### config.mk
export PLATFORM = sky130hd
export DESIGN_NAME = tcce_ctrl
export DESIGN_NICKNAME = d
export VERILOG_FILES = /design/src/rtl/core/tcce_pkg.sv /design/src/rtl/core/tcce_ctrl.sv
export SDC_FILE = /design/constraint.sdc
export NUM_CORES = 1
export LEC_CHECK = 0
export CORE_MARGIN = 10
export CORE_UTILIZATION = 65
export DETAILED_ROUTE_END_ITERATION = 8
export DONT_BUFFER_PORTS = 1
export PLACE_DENSITY = 0.92
export SKIP_LAST_GASP = 1
export SYNTH_ARGS = -nofsm -noshare
export SYNTH_HDL_FRONTEND = slang
export SYNTH_SLANG_ARGS = --single-unit
### constraint.sdc
create_clock -name clk_i -period 3.73 [get_ports clk_i]
set_input_delay 0.5595 -clock clk_i [delete_from_list [all_inputs] [get_ports clk_i]]
set_output_delay 0.5595 -clock clk_i [all_outputs]
set_load 0.03 [all_outputs]
### src/rtl/core/tcce_pkg.sv
`timescale 1ns / 1ps
// shared types and constants for the text console character engine
// no dependencies; imported by every module of the block

package tcce_pkg;

  // fixed field widths
  localparam int unsigned CharW      = 8;
  localparam int unsigned ColorW     = 8;
  localparam int unsigned CellW      = 16;
  localparam int unsigned ReadIdxW   = 11;
  localparam int unsigned CursorPosW = 11;

  // character codes
  localparam logic [CharW-1:0] CharNewline   = 8'd10;
  localparam logic [CharW-1:0] CharBackspace = 8'd8;
  localparam logic [CharW-1:0] CharSpace     = 8'd32;

  // reset values
  localparam logic [CellW-1:0]  ResetCell  = 16'h0720;
  localparam logic [ColorW-1:0] ResetColor = 8'd7;

  // item operation
  typedef enum logic [0:0] {
    OpPut  = 1'b0,
    OpRead = 1'b1
  } op_e;

  // input transaction payload
  typedef struct packed {
    op_e                 op;
    logic [CharW-1:0]    char_code;
    logic [ReadIdxW-1:0] read_index;
  } in_item_t;

  // output transaction payload
  typedef struct packed {
    logic [CellW-1:0]      cell_value;
    logic [CursorPosW-1:0] cursor_pos;
    logic                  scrolled;
  } out_item_t;

endpackage

### src/rtl/core/tcce_ctrl.sv
`timescale 1ns / 1ps
// sequencer: cursor, color register, clear pass, put/read handling, scroll sweep
// depends on tcce_pkg; drives the ports of tcce_screen_mem

module tcce_ctrl
  import tcce_pkg::*;
#(
  parameter int unsigned COLUMNS = 80,
  parameter int unsigned ROWS    = 25
) (
  input  logic                                  clk_i,
  input  logic                                  rst_ni,
  input  logic                                  in_valid_i,
  output logic                                  in_stall_o,
  input  in_item_t                              in_item_i,
  input  logic                                  cfg_valid_i,
  output logic                                  cfg_ready_o,
  input  logic [ColorW-1:0]                     cfg_data_i,
  output logic                                  mem_we_o,
  output logic [$clog2(ROWS*COLUMNS)-1:0]       mem_waddr_o,
  output logic [CellW-1:0]                      mem_wdata_o,
  output logic                                  mem_re_o,
  output logic [$clog2(ROWS*COLUMNS)-1:0]       mem_raddr_o,
  input  logic [CellW-1:0]                      mem_rdata_i,
  output logic                                  res_valid_o,
  output out_item_t                             res_item_o,
  input  logic                                  slot_free_i
);

  localparam int unsigned CellCount = ROWS * COLUMNS;
  localparam int unsigned AddrW     = $clog2(CellCount);
  localparam int unsigned CntW      = $clog2(CellCount + 1);
  localparam int unsigned RowW      = $clog2(ROWS);
  localparam int unsigned ColW      = $clog2(COLUMNS);

  localparam logic [RowW-1:0] LastRow   = RowW'(ROWS - 1);
  localparam logic [ColW-1:0] LastCol   = ColW'(COLUMNS - 1);
  localparam logic [CntW-1:0] ClearLast = CntW'(CellCount - 1);
  localparam logic [CntW-1:0] CopyEnd   = CntW'(CellCount - COLUMNS);

  typedef enum logic [2:0] {
    StClear,
    StIdle,
    StReadWait,
    StCopy,
    StFill,
    StEmit
  } state_e;

  state_e             state_q, state_d;
  logic [CntW-1:0]    cnt_q, cnt_d;
  logic [RowW-1:0]    row_q, row_d;
  logic [ColW-1:0]    col_q, col_d;
  logic [ColorW-1:0]  color_q;
  logic [CellW-1:0]   cell_q, cell_d;
  logic               scrolled_q, scrolled_d;

  logic [AddrW-1:0]   cur_addr;
  logic [CellW-1:0]   blank_cell;
  logic               do_scroll;

  // linear cursor address, shared by writes and the reported position
  assign cur_addr   = AddrW'(row_q) * AddrW'(COLUMNS) + AddrW'(col_q);
  assign blank_cell = {color_q, CharSpace};

  assign cfg_ready_o = 1'b1;

  // next state, cursor update and memory access
  always_comb begin
    state_d     = state_q;
    cnt_d       = cnt_q;
    row_d       = row_q;
    col_d       = col_q;
    cell_d      = cell_q;
    scrolled_d  = scrolled_q;
    do_scroll   = 1'b0;
    in_stall_o  = 1'b1;
    mem_we_o    = 1'b0;
    mem_waddr_o = '0;
    mem_wdata_o = '0;
    mem_re_o    = 1'b0;
    mem_raddr_o = '0;

    unique case (state_q)
      // sweep the reset value through every cell
      StClear: begin
        mem_we_o    = 1'b1;
        mem_waddr_o = AddrW'(cnt_q);
        mem_wdata_o = ResetCell;
        if (cnt_q == ClearLast) begin
          cnt_d   = '0;
          state_d = StIdle;
        end else begin
          cnt_d = cnt_q + CntW'(1);
        end
      end

      StIdle: begin
        in_stall_o = 1'b0;
        if (in_valid_i) begin
          cell_d     = '0;
          scrolled_d = 1'b0;
          if (in_item_i.op == OpRead) begin
            if (32'(in_item_i.read_index) < 32'(CellCount)) begin
              mem_re_o    = 1'b1;
              mem_raddr_o = AddrW'(in_item_i.read_index);
              state_d     = StReadWait;
            end else begin
              state_d = StEmit;
            end
          end else begin
            case (in_item_i.char_code)
              CharNewline: begin
                col_d = '0;
                if (row_q == LastRow) begin
                  do_scroll = 1'b1;
                end else begin
                  row_d = row_q + RowW'(1);
                end
              end
              CharBackspace: begin
                // cell before the cursor, also across a line start
                if (col_q != '0) begin
                  col_d       = col_q - ColW'(1);
                  mem_we_o    = 1'b1;
                  mem_waddr_o = cur_addr - AddrW'(1);
                  mem_wdata_o = blank_cell;
                end else if (row_q != '0) begin
                  row_d       = row_q - RowW'(1);
                  col_d       = LastCol;
                  mem_we_o    = 1'b1;
                  mem_waddr_o = cur_addr - AddrW'(1);
                  mem_wdata_o = blank_cell;
                end
              end
              default: begin
                mem_we_o    = 1'b1;
                mem_waddr_o = cur_addr;
                mem_wdata_o = {color_q, in_item_i.char_code};
                if (col_q == LastCol) begin
                  col_d = '0;
                  if (row_q == LastRow) begin
                    do_scroll = 1'b1;
                  end else begin
                    row_d = row_q + RowW'(1);
                  end
                end else begin
                  col_d = col_q + ColW'(1);
                end
              end
            endcase
            if (do_scroll) begin
              scrolled_d = 1'b1;
              cnt_d      = '0;
              state_d    = StCopy;
            end else begin
              state_d = StEmit;
            end
          end
        end
      end

      StReadWait: begin
        cell_d  = mem_rdata_i;
        state_d = StEmit;
      end

      // move every row up: read one row ahead, write the data back in the next cycle
      StCopy: begin
        if (cnt_q < CopyEnd) begin
          mem_re_o    = 1'b1;
          mem_raddr_o = AddrW'(cnt_q + CntW'(COLUMNS));
        end
        if (cnt_q != '0) begin
          mem_we_o    = 1'b1;
          mem_waddr_o = AddrW'(cnt_q - CntW'(1));
          mem_wdata_o = mem_rdata_i;
        end
        if (cnt_q == CopyEnd) begin
          state_d = StFill;
        end else begin
          cnt_d = cnt_q + CntW'(1);
        end
      end

      // blank the freed bottom row
      StFill: begin
        mem_we_o    = 1'b1;
        mem_waddr_o = AddrW'(cnt_q);
        mem_wdata_o = blank_cell;
        if (cnt_q == ClearLast) begin
          cnt_d   = '0;
          state_d = StEmit;
        end else begin
          cnt_d = cnt_q + CntW'(1);
        end
      end

      StEmit: begin
        if (slot_free_i) begin
          state_d = StIdle;
        end
      end

      default: begin
        state_d = StIdle;
      end
    endcase
  end

  // result toward the output register
  assign res_valid_o           = (state_q == StEmit) && slot_free_i;
  assign res_item_o.cell_value = cell_q;
  assign res_item_o.cursor_pos = CursorPosW'(cur_addr);
  assign res_item_o.scrolled   = scrolled_q;

  // state, cursor and registered result fields
  always_ff @(posedge clk_i or negedge rst_ni) begin
    if (!rst_ni) begin
      state_q    <= StClear;
      cnt_q      <= '0;
      row_q      <= '0;
      col_q      <= '0;
      scrolled_q <= 1'b0;
      cell_q     <= '0;
    end else begin
      state_q    <= state_d;
      cnt_q      <= cnt_d;
      row_q      <= row_d;
      col_q      <= col_d;
      scrolled_q <= scrolled_d;
      cell_q     <= cell_d;
    end
  end

  // color register write transaction
  always_ff @(posedge clk_i or negedge rst_ni) begin
    if (!rst_ni) begin
      color_q <= ResetColor;
    end else if (cfg_valid_i && cfg_ready_o) begin
      color_q <= cfg_data_i;
    end
  end

`ifndef SYNTHESIS
  // cursor never leaves the screen
  assert property (@(posedge clk_i) disable iff (!rst_ni)
    (row_q <= LastRow) && (col_q <= LastCol))
    else $error("cursor out of range");

  // the scroll sweep never reads the cell it writes in the same cycle
  assert property (@(posedge clk_i) disable iff (!rst_ni)
    (mem_we_o && mem_re_o) |-> (mem_waddr_o != mem_raddr_o))
    else $error("read and write hit the same cell");

  // a scroll leaves the cursor on the bottom row
  assert property (@(posedge clk_i) disable iff (!rst_ni)
    (state_q == StFill) |-> (row_q == LastRow) && scrolled_q)
    else $error("scroll with cursor off the bottom row");

  // after a result is handed over the engine is ready again
  assert property (@(posedge clk_i) disable iff (!rst_ni)
    res_valid_o |=> (state_q == StIdle))
    else $error("result not followed by idle");
`endif

endmodule

* Word level (Yosys, flattened, before mapping)
Index checks and enable logic that the tools add are counted.
** Storage, ports and cells
- Output and inout bits :: 71
- Register bits :: 51
- Logic and storage cells :: 123
- Input port bits :: 49
** Cells by class
- Reduce and logical (&&, ||, !) cells :: 15
- Bitwise gates (word level) :: 1
- Equal/unequal tests :: 22
- Order comparisons :: 2
- Multipliers :: 1
- Add/sub/neg operators :: 9
- Multiplexer cells :: 66
** Operators by type and width (number)
- 2-to-1 mux 11 bit :: 14
- 2-to-1 mux 16 bit :: 6
- case mux 11 bit (3 select lines) :: 2
- case mux 16 bit (2 select lines) :: 2
- case mux 16 bit (4 select lines) :: 1
- case mux 11 bit (2 select lines) :: 2
- 2-to-1 mux 3 bit :: 8
- equality test 11 bit, second input constant :: 2
- less-than comparator 11 bit, second input constant :: 2
- subtractor 11 x 1 -> 11 bit, second input constant :: 2
- 2-to-1 mux 7 bit :: 3
- 2-to-1 mux 5 bit :: 4
- inequality test 2 bit, second input constant :: 10
- case mux 3 bit (6 select lines) :: 1
- 2-to-1 mux 1 bit :: 17
- equality test 8 x 4 -> 1 bit, second input constant :: 2
- case mux 7 bit (2 select lines) :: 1
- adder 11 x 1 -> 11 bit, second input constant :: 1
- adder 11 x 7 -> 11 bit :: 1
- adder 11 x 7 -> 11 bit, second input constant :: 1
- nonzero test 11 bit :: 1
- case mux 5 bit (2 select lines) :: 1
- AND reduction 5 bit :: 2
- adder 7 x 1 -> 7 bit, second input constant :: 1
- other kinds (23) :: 29

* Depth between registers and ports, before layout
- Word-level depth :: 11
- Gate-level depth with buffers :: 10
- Mapped depth without buffers :: 9

* Worst setup path before layout
No wires, ideal clock.
- Path kind :: register to output
- Start :: reg row_q[1]
- End :: out mem_waddr_o[10]
- Required time :: 3.171 ns
- Setup slack :: -0.028 ns
- Path buffers :: 0
- Data arrival time :: 3.198 ns
- Stages on the path, launching flop included :: 10
- Cells stage by stage :: dfrtp_1 > ha_1 > ha_1 > fa_1 > nand2_1 > nor3b_1 > xor2_1 > xnor2_1 > xnor2_1 > o211ai_1
** RTL lines
- start, declared :: RTL line tcce_ctrl.sv:52 : logic [RowW-1:0] row_q, row_d;
- start signal, assigned :: RTL line tcce_ctrl.sv:229 : row_q <= row_d;
- end, declared :: RTL line tcce_ctrl.sv:20 : output logic [$clog2(ROWS*COLUMNS)-1:0] mem_waddr_o,

* Worst setup path after layout
- Start :: reg row_q[1]
- End :: out mem_waddr_o[10]
** On the way
- Longest elaborated chain between the ends :: 9
- Elaborated cells on any way between the ends :: 10
- Classes of those cells :: add/sub (2); mul (1); mux (6); reduce/logical (1)
** Ends and longest elaborated chain
- multiplier 5 x 3 -> 7 bit :: RTL line tcce_ctrl.sv:63 : assign cur_addr = AddrW'(row_q) * AddrW'(COLUMNS) + AddrW'(col_q);
- adder 11 x 7 -> 11 bit :: RTL line tcce_ctrl.sv:63
- subtractor 11 x 1 -> 11 bit :: RTL line tcce_ctrl.sv:126, tcce_ctrl.sv:132
- 2-to-1 mux 11 bit :: RTL line tcce_ctrl.sv:128 : end else if (row_q != '0) begin
- 2-to-1 mux 11 bit :: RTL line tcce_ctrl.sv:123 : if (col_q != '0) begin
- case mux 11 bit (2 select lines) * :: RTL line tcce_ctrl.sv:112 : case (in_item_i.char_code)
- 2-to-1 mux 11 bit * :: RTL line tcce_ctrl.sv:103 : if (in_item_i.op == OpRead) begin
- 2-to-1 mux 11 bit * :: RTL line tcce_ctrl.sv:100 : if (in_valid_i) begin
- case mux 11 bit (3 select lines) * :: RTL line tcce_ctrl.sv:84 : unique case (state_q)
Mark *: on every way between the ends. The rest lies on a longest branch, timed or not.

==> impl_metrics.prom <==
# TYPE chip_impl_metric gauge
chip_impl_info{name="status",value="finished, final reports clean"} 1
chip_impl_metric{name="finish.cell_count_without_fillers",unit=""} 557
chip_impl_metric{name="clock-sinks",unit=""} 51
chip_impl_metric{name="n_fill_cell",unit=""} 426
chip_impl_metric{name="gr-usage-met3",unit="%"} 5.849
chip_impl_metric{name="pre_cts_ws",unit="ns"} 0.3971
chip_impl_info{name="netlist.top_cell.by_area",value="sky130_fd_sc_hd__dfrtp_1"} 1
chip_impl_metric{name="postLayoutCoreUtil",unit="%"} 73.41
chip_impl_metric{name="timing.final.hold_violations",unit=""} 0
chip_impl_info{name="post-synth-top-count-cell",value="sky130_fd_sc_hd__dfrtp_1"} 1
chip_impl_metric{name="post_synth_instance_area",unit="um^2"} 3976
chip_impl_metric{name="worstSkewPairLatency",unit="ns"} 0.30
chip_impl_metric{name="synthesis.area_per_instance",unit="um^2"} 8.442
chip_impl_metric{name="floorplan.die_area",unit="um^2"} 9646
chip_impl_metric{name="met2_usage",unit="%"} 40.41
chip_impl_info{name="synth_commonest_cells",value="sky130_fd_sc_hd__dfrtp_1 (48), sky130_fd_sc_hd__a21oi_1 (41), sky130_fd_sc_hd__nor2_1 (41)"} 1
chip_impl_metric{name="layout_setup_ws",unit="ns"} 0.08996
chip_impl_metric{name="synth.distinct_cells",unit=""} 61
chip_impl_info{name="rr_startpoint",value="cnt_q[7]$_DFFE_PN0P_"} 1
chip_impl_metric{name="endpoint_required_time_on_the_critical_path",unit="ns"} 3.17
chip_impl_info{name="hold_removal_path_class",value="primary input to asynchronous set/reset pin"} 1
chip_impl_info{name="cp_common_cell",value="sky130_fd_sc_hd__ha_1"} 1
chip_impl_metric{name="finalWirelength",unit="mm"} 12.08
chip_impl_info{name="cts_tree",value="yes"} 1
chip_impl_metric{name="timing.final.crit_period",unit="ns"} 3.640
chip_impl_metric{name="dp_hpwl",unit="mm"} 9.171
chip_impl_metric{name="placed_cells_incl_taps",unit=""} 544
chip_impl_metric{name="finalSetupViolCount",unit=""} 0
chip_impl_metric{name="drt-initial-drc-count",unit=""} 403
chip_impl_info{name="cp_cell_sequence",value="ha_1 > ha_1 > fa_1 > nand2_1 > nor3b_2 > xor2_1 > xnor2_2 > xnor2_1 > o211ai_1 > buf_4"} 1
chip_impl_info{name="synth_ff_type",value="sky130_fd_sc_hd__dfrtp_1"} 1
chip_impl_metric{name="cts_inserted_buffers",unit=""} 5
chip_impl_metric{name="postSynth.asyncResetShare",unit="%"} 100.0
chip_impl_metric{name="grt_pass1_wl",unit="mm"} 18.73
chip_impl_metric{name="globalRoute.totalOverflow",unit=""} 0
chip_impl_info{name="critical-path-slowest-cell",value="sky130_fd_sc_hd__fa_1"} 1
chip_impl_metric{name="area_delta_synth_final",unit="%"} 9.314
chip_impl_metric{name="postLayoutCellArea",unit="um^2"} 4347
chip_impl_metric{name="seq_area_frac_synth",unit="%"} 32.19
chip_impl_metric{name="grt_util_met1",unit="%"} 25.21
chip_impl_metric{name="clock_path_buffers",unit=""} 2
chip_impl_metric{name="place.gp.congestion",unit=""} 0.9604
chip_impl_metric{name="max_cap_violations",unit=""} 0
chip_impl_metric{name="floorplan.rows",unit=""} 28
chip_impl_info{name="synthTopCellsByArea",value="sky130_fd_sc_hd__dfrtp_1 (30%), sky130_fd_sc_hd__a22o_1 (6.6%), sky130_fd_sc_hd__ha_1 (5.7%), sky130_fd_sc_hd__a21oi_1 (5.2%), sky130_fd_sc_hd__o21ai_0 (5.0%)"} 1
chip_impl_metric{name="drc_errors",unit=""} 0
chip_impl_metric{name="floorplan_die_width",unit="um"} 98.22
chip_impl_metric{name="timing.critical_path.fanout_max",unit=""} 6
chip_impl_info{name="grt_busiest_layer",value="met2"} 1
chip_impl_metric{name="slew_viol_final",unit=""} 0
chip_impl_info{name="criticalPathCategory",value="flip-flop to output pin"} 1
chip_impl_metric{name="worst-slew-pin-transition",unit="ns"} 1.284
chip_impl_metric{name="grtUsageTotal",unit="%"} 22.75
chip_impl_metric{name="reg2reg_slack",unit="ns"} 1.16
chip_impl_metric{name="skew",unit="ns"} 0.009029
chip_impl_metric{name="vdd_ir_drop_max",unit="mV"} 0.2209
chip_impl_metric{name="finalCritPeriodShare",unit="%"} 97.59
chip_impl_metric{name="detail_route.wl_per_cell",unit="um"} 21.69
chip_impl_metric{name="placeableCoreArea",unit="um^2"} 5921
chip_impl_info{name="critPathCaptureType",value="output pin"} 1
chip_impl_metric{name="total_leakage_power",unit="uW"} 0.002016
chip_impl_metric{name="syn_nets",unit=""} 541
chip_impl_metric{name="post-synth-top-area-fraction",unit="%"} 30.21
chip_impl_metric{name="worst_slew_margin",unit="%"} 14.43
chip_impl_metric{name="critical_path.max_stage_delay",unit="ns"} 0.56
chip_impl_metric{name="number_of_buffer_cells_added_on_primary_ports",unit=""} 0
chip_impl_metric{name="clkTransAtPathRegs",unit="ns"} 0.10
chip_impl_metric{name="synth_warnings",unit=""} 0
chip_impl_metric{name="number_of_enable_type_register_cells_in_the_synthesized_netlist",unit=""} 0
chip_impl_metric{name="max_freq",unit="MHz"} 274.7
chip_impl_metric{name="share_of_post_route_cells_with_drive_strength_above_1",unit="%"} 15.56
chip_impl_metric{name="drt-vias-per-instance",unit=""} 6.982
chip_impl_metric{name="floorplan.io_pins",unit=""} 120
chip_impl_metric{name="tns",unit="ns"} 0
chip_impl_info{name="cp-start-kind",value="flip-flop"} 1
chip_impl_metric{name="dr.pass1.iters",unit=""} 6
chip_impl_metric{name="start_util",unit="%"} 67.16
chip_impl_info{name="crit-reg2reg-capture",value="state_q[0]$_DFFE_PN0P_"} 1
chip_impl_metric{name="pin_count_of_the_biggest_net_entering_global_routing",unit=""} 49
chip_impl_metric{name="worstRegToRegCells",unit=""} 6
chip_impl_metric{name="synth_cells",unit=""} 471
chip_impl_metric{name="num-nets-final",unit=""} 551
chip_impl_metric{name="insertedDiodeCount",unit=""} 0
chip_impl_info{name="clk_root_buffer_cell",value="sky130_fd_sc_hd__clkbuf_8"} 1
chip_impl_metric{name="ant_nets",unit=""} 0
chip_impl_metric{name="via_count_of_the_first_global_routing_pass",unit=""} 3701
chip_impl_metric{name="die_height",unit="um"} 98.22
chip_impl_metric{name="vias",unit=""} 3889
chip_impl_metric{name="postSynthRegisterBits",unit=""} 51
chip_impl_metric{name="h_tree_levels",unit=""} 2
chip_impl_metric{name="placed_area",unit="um^2"} 4153
chip_impl_metric{name="grt_antenna_before_repair",unit=""} 0
chip_impl_metric{name="pwr_cell_area",unit="nW/um^2"} 227.1
chip_impl_metric{name="cp.arrival",unit="ns"} 3.08
worst max-delay path by stage:
stage	endpoint	cells past startpoint	startpoint	slack, ns
2_1_floorplan	mem_waddr_o[10]	9	row_q[1]$_DFFE_PN0P_	0.13
3_3_place_gp	mem_waddr_o[10]	10	row_q[1]$_DFFE_PN0P_	0.54
3_5_place_dp	mem_waddr_o[10]	10	row_q[1]$_DFFE_PN0P_	0.40
4_1_cts	mem_waddr_o[10]	10	row_q[1]$_DFFE_PN0P_	0.06
5_1_grt	mem_waddr_o[10]	10	row_q[1]$_DFFE_PN0P_	-0.05
6_report	mem_waddr_o[10]	10	row_q[1]$_DFFE_PN0P_	0.09
layout by cell type (no fill, tap or decap), types with 3 or more instances in the layout:
master                     count
sky130_fd_sc_hd__nor3_1        7
sky130_fd_sc_hd__dfstp_2       3
sky130_fd_sc_hd__buf_4        37
sky130_fd_sc_hd__a32o_1        3
sky130_fd_sc_hd__nor3b_1       3
sky130_fd_sc_hd__xor2_1        7
sky130_fd_sc_hd__nand2b_1      5
sky130_fd_sc_hd__ha_1         18
sky130_fd_sc_hd__nor4_1        3
sky130_fd_sc_hd__dfrtp_1      47
sky130_fd_sc_hd__clkbuf_8      5
sky130_fd_sc_hd__xnor2_1      11
sky130_fd_sc_hd__inv_1        14
sky130_fd_sc_hd__nand3b_1      3
sky130_fd_sc_hd__a21o_1        8
sky130_fd_sc_hd__and3_1        8
sky130_fd_sc_hd__nand3_1      10
sky130_fd_sc_hd__and2_1        5
sky130_fd_sc_hd__or2_2         5
sky130_fd_sc_hd__or3_1         3
sky130_fd_sc_hd__a21oi_1      41
sky130_fd_sc_hd__o211ai_1      6
sky130_fd_sc_hd__a31oi_1      13
sky130_fd_sc_hd__o21ai_0      40
sky130_fd_sc_hd__mux2_2       10
sky130_fd_sc_hd__o211a_1       3
sky130_fd_sc_hd__a22o_1       30
sky130_fd_sc_hd__nand2_1      40
sky130_fd_sc_hd__a22oi_1       3
sky130_fd_sc_hd__fa_1          3
sky130_fd_sc_hd__mux2i_1       3
sky130_fd_sc_hd__nor2_1       41
power breakdown:
group	switching, uW	total (uW)	leakage [uW]	internal [uW]
Clock	188	388	0.0000514	200
Sequential	4.98	569	0.000656	564
Combinational	16.9	30.5	0.00131	13.6
flip-flops by register name, indices dropped and copies added (netlist names):
name        count
row_q           5
state_q         3
col_q           7
cnt_q          11
color_q         8
cell_q         16
scrolled_q      1
logic make-up after synthesis:
logic type / share of synthesized area (%)
fa+ha+maj: 7.174
buf+inv: 5.884
mux: 3.587
simple gates: 18.47
other cells: 0.09431
flops: 32.19
xor+xnor: 4.405
compound gates: 28.19
metal layers:
metal  wire [um]  share of wire, %
met1        4254                35
met4         417               3.5
met2        6237                52
met5           0                 0
met3        1171               9.7
timing repair:
| action | 4_1_cts | 5_1_grt |
|---|---|---|
| hold endpoints to repair | 48 | 0 |
| resized for setup | 0 | 6 |
| setup buffers | 0 | 4 |
| hold buffers | 1 | 0 |
| setup endpoints to repair | 0 | 4 |
critical path: cells and delay by family (launching register included):
family                     cells  cell delay (ns)
AOI/OAI and AO/OA              1             0.17
and+or+nand+nor                2             0.34
xor gates and xnor gates       3             0.52
DFF                            1             0.46
adders and majority gates      3             1.11
buffers and inverters          1             0.19
per-stage QoR:
stage | hold slack (ns) | power, uW
6_report | 0.08350 | 987.3
5_1_grt | 0.07278 | 1013
4_1_cts | 0.08431 | 992.1
3_5_place_dp | 0.2657 | 596.4
3_3_place_gp | 0.2656 | 595.3
2_1_floorplan | 0.2639 | 594.9
final cells by class:
class,count,area [um^2],share of cell area [%]
Inverter,15,56.30,1.295
Timing Repair Buffer,38,305.3,7.024
Multi-Input combinational cell,370,2500,57.51
Sequential cell,51,1281,29.48
Tap cell,75,93.84,2.159
Clock inverter,2,37.54,0.8636
Clock buffer,6,72.57,1.670
Note: power is estimated with default switching activity, not from simulation.
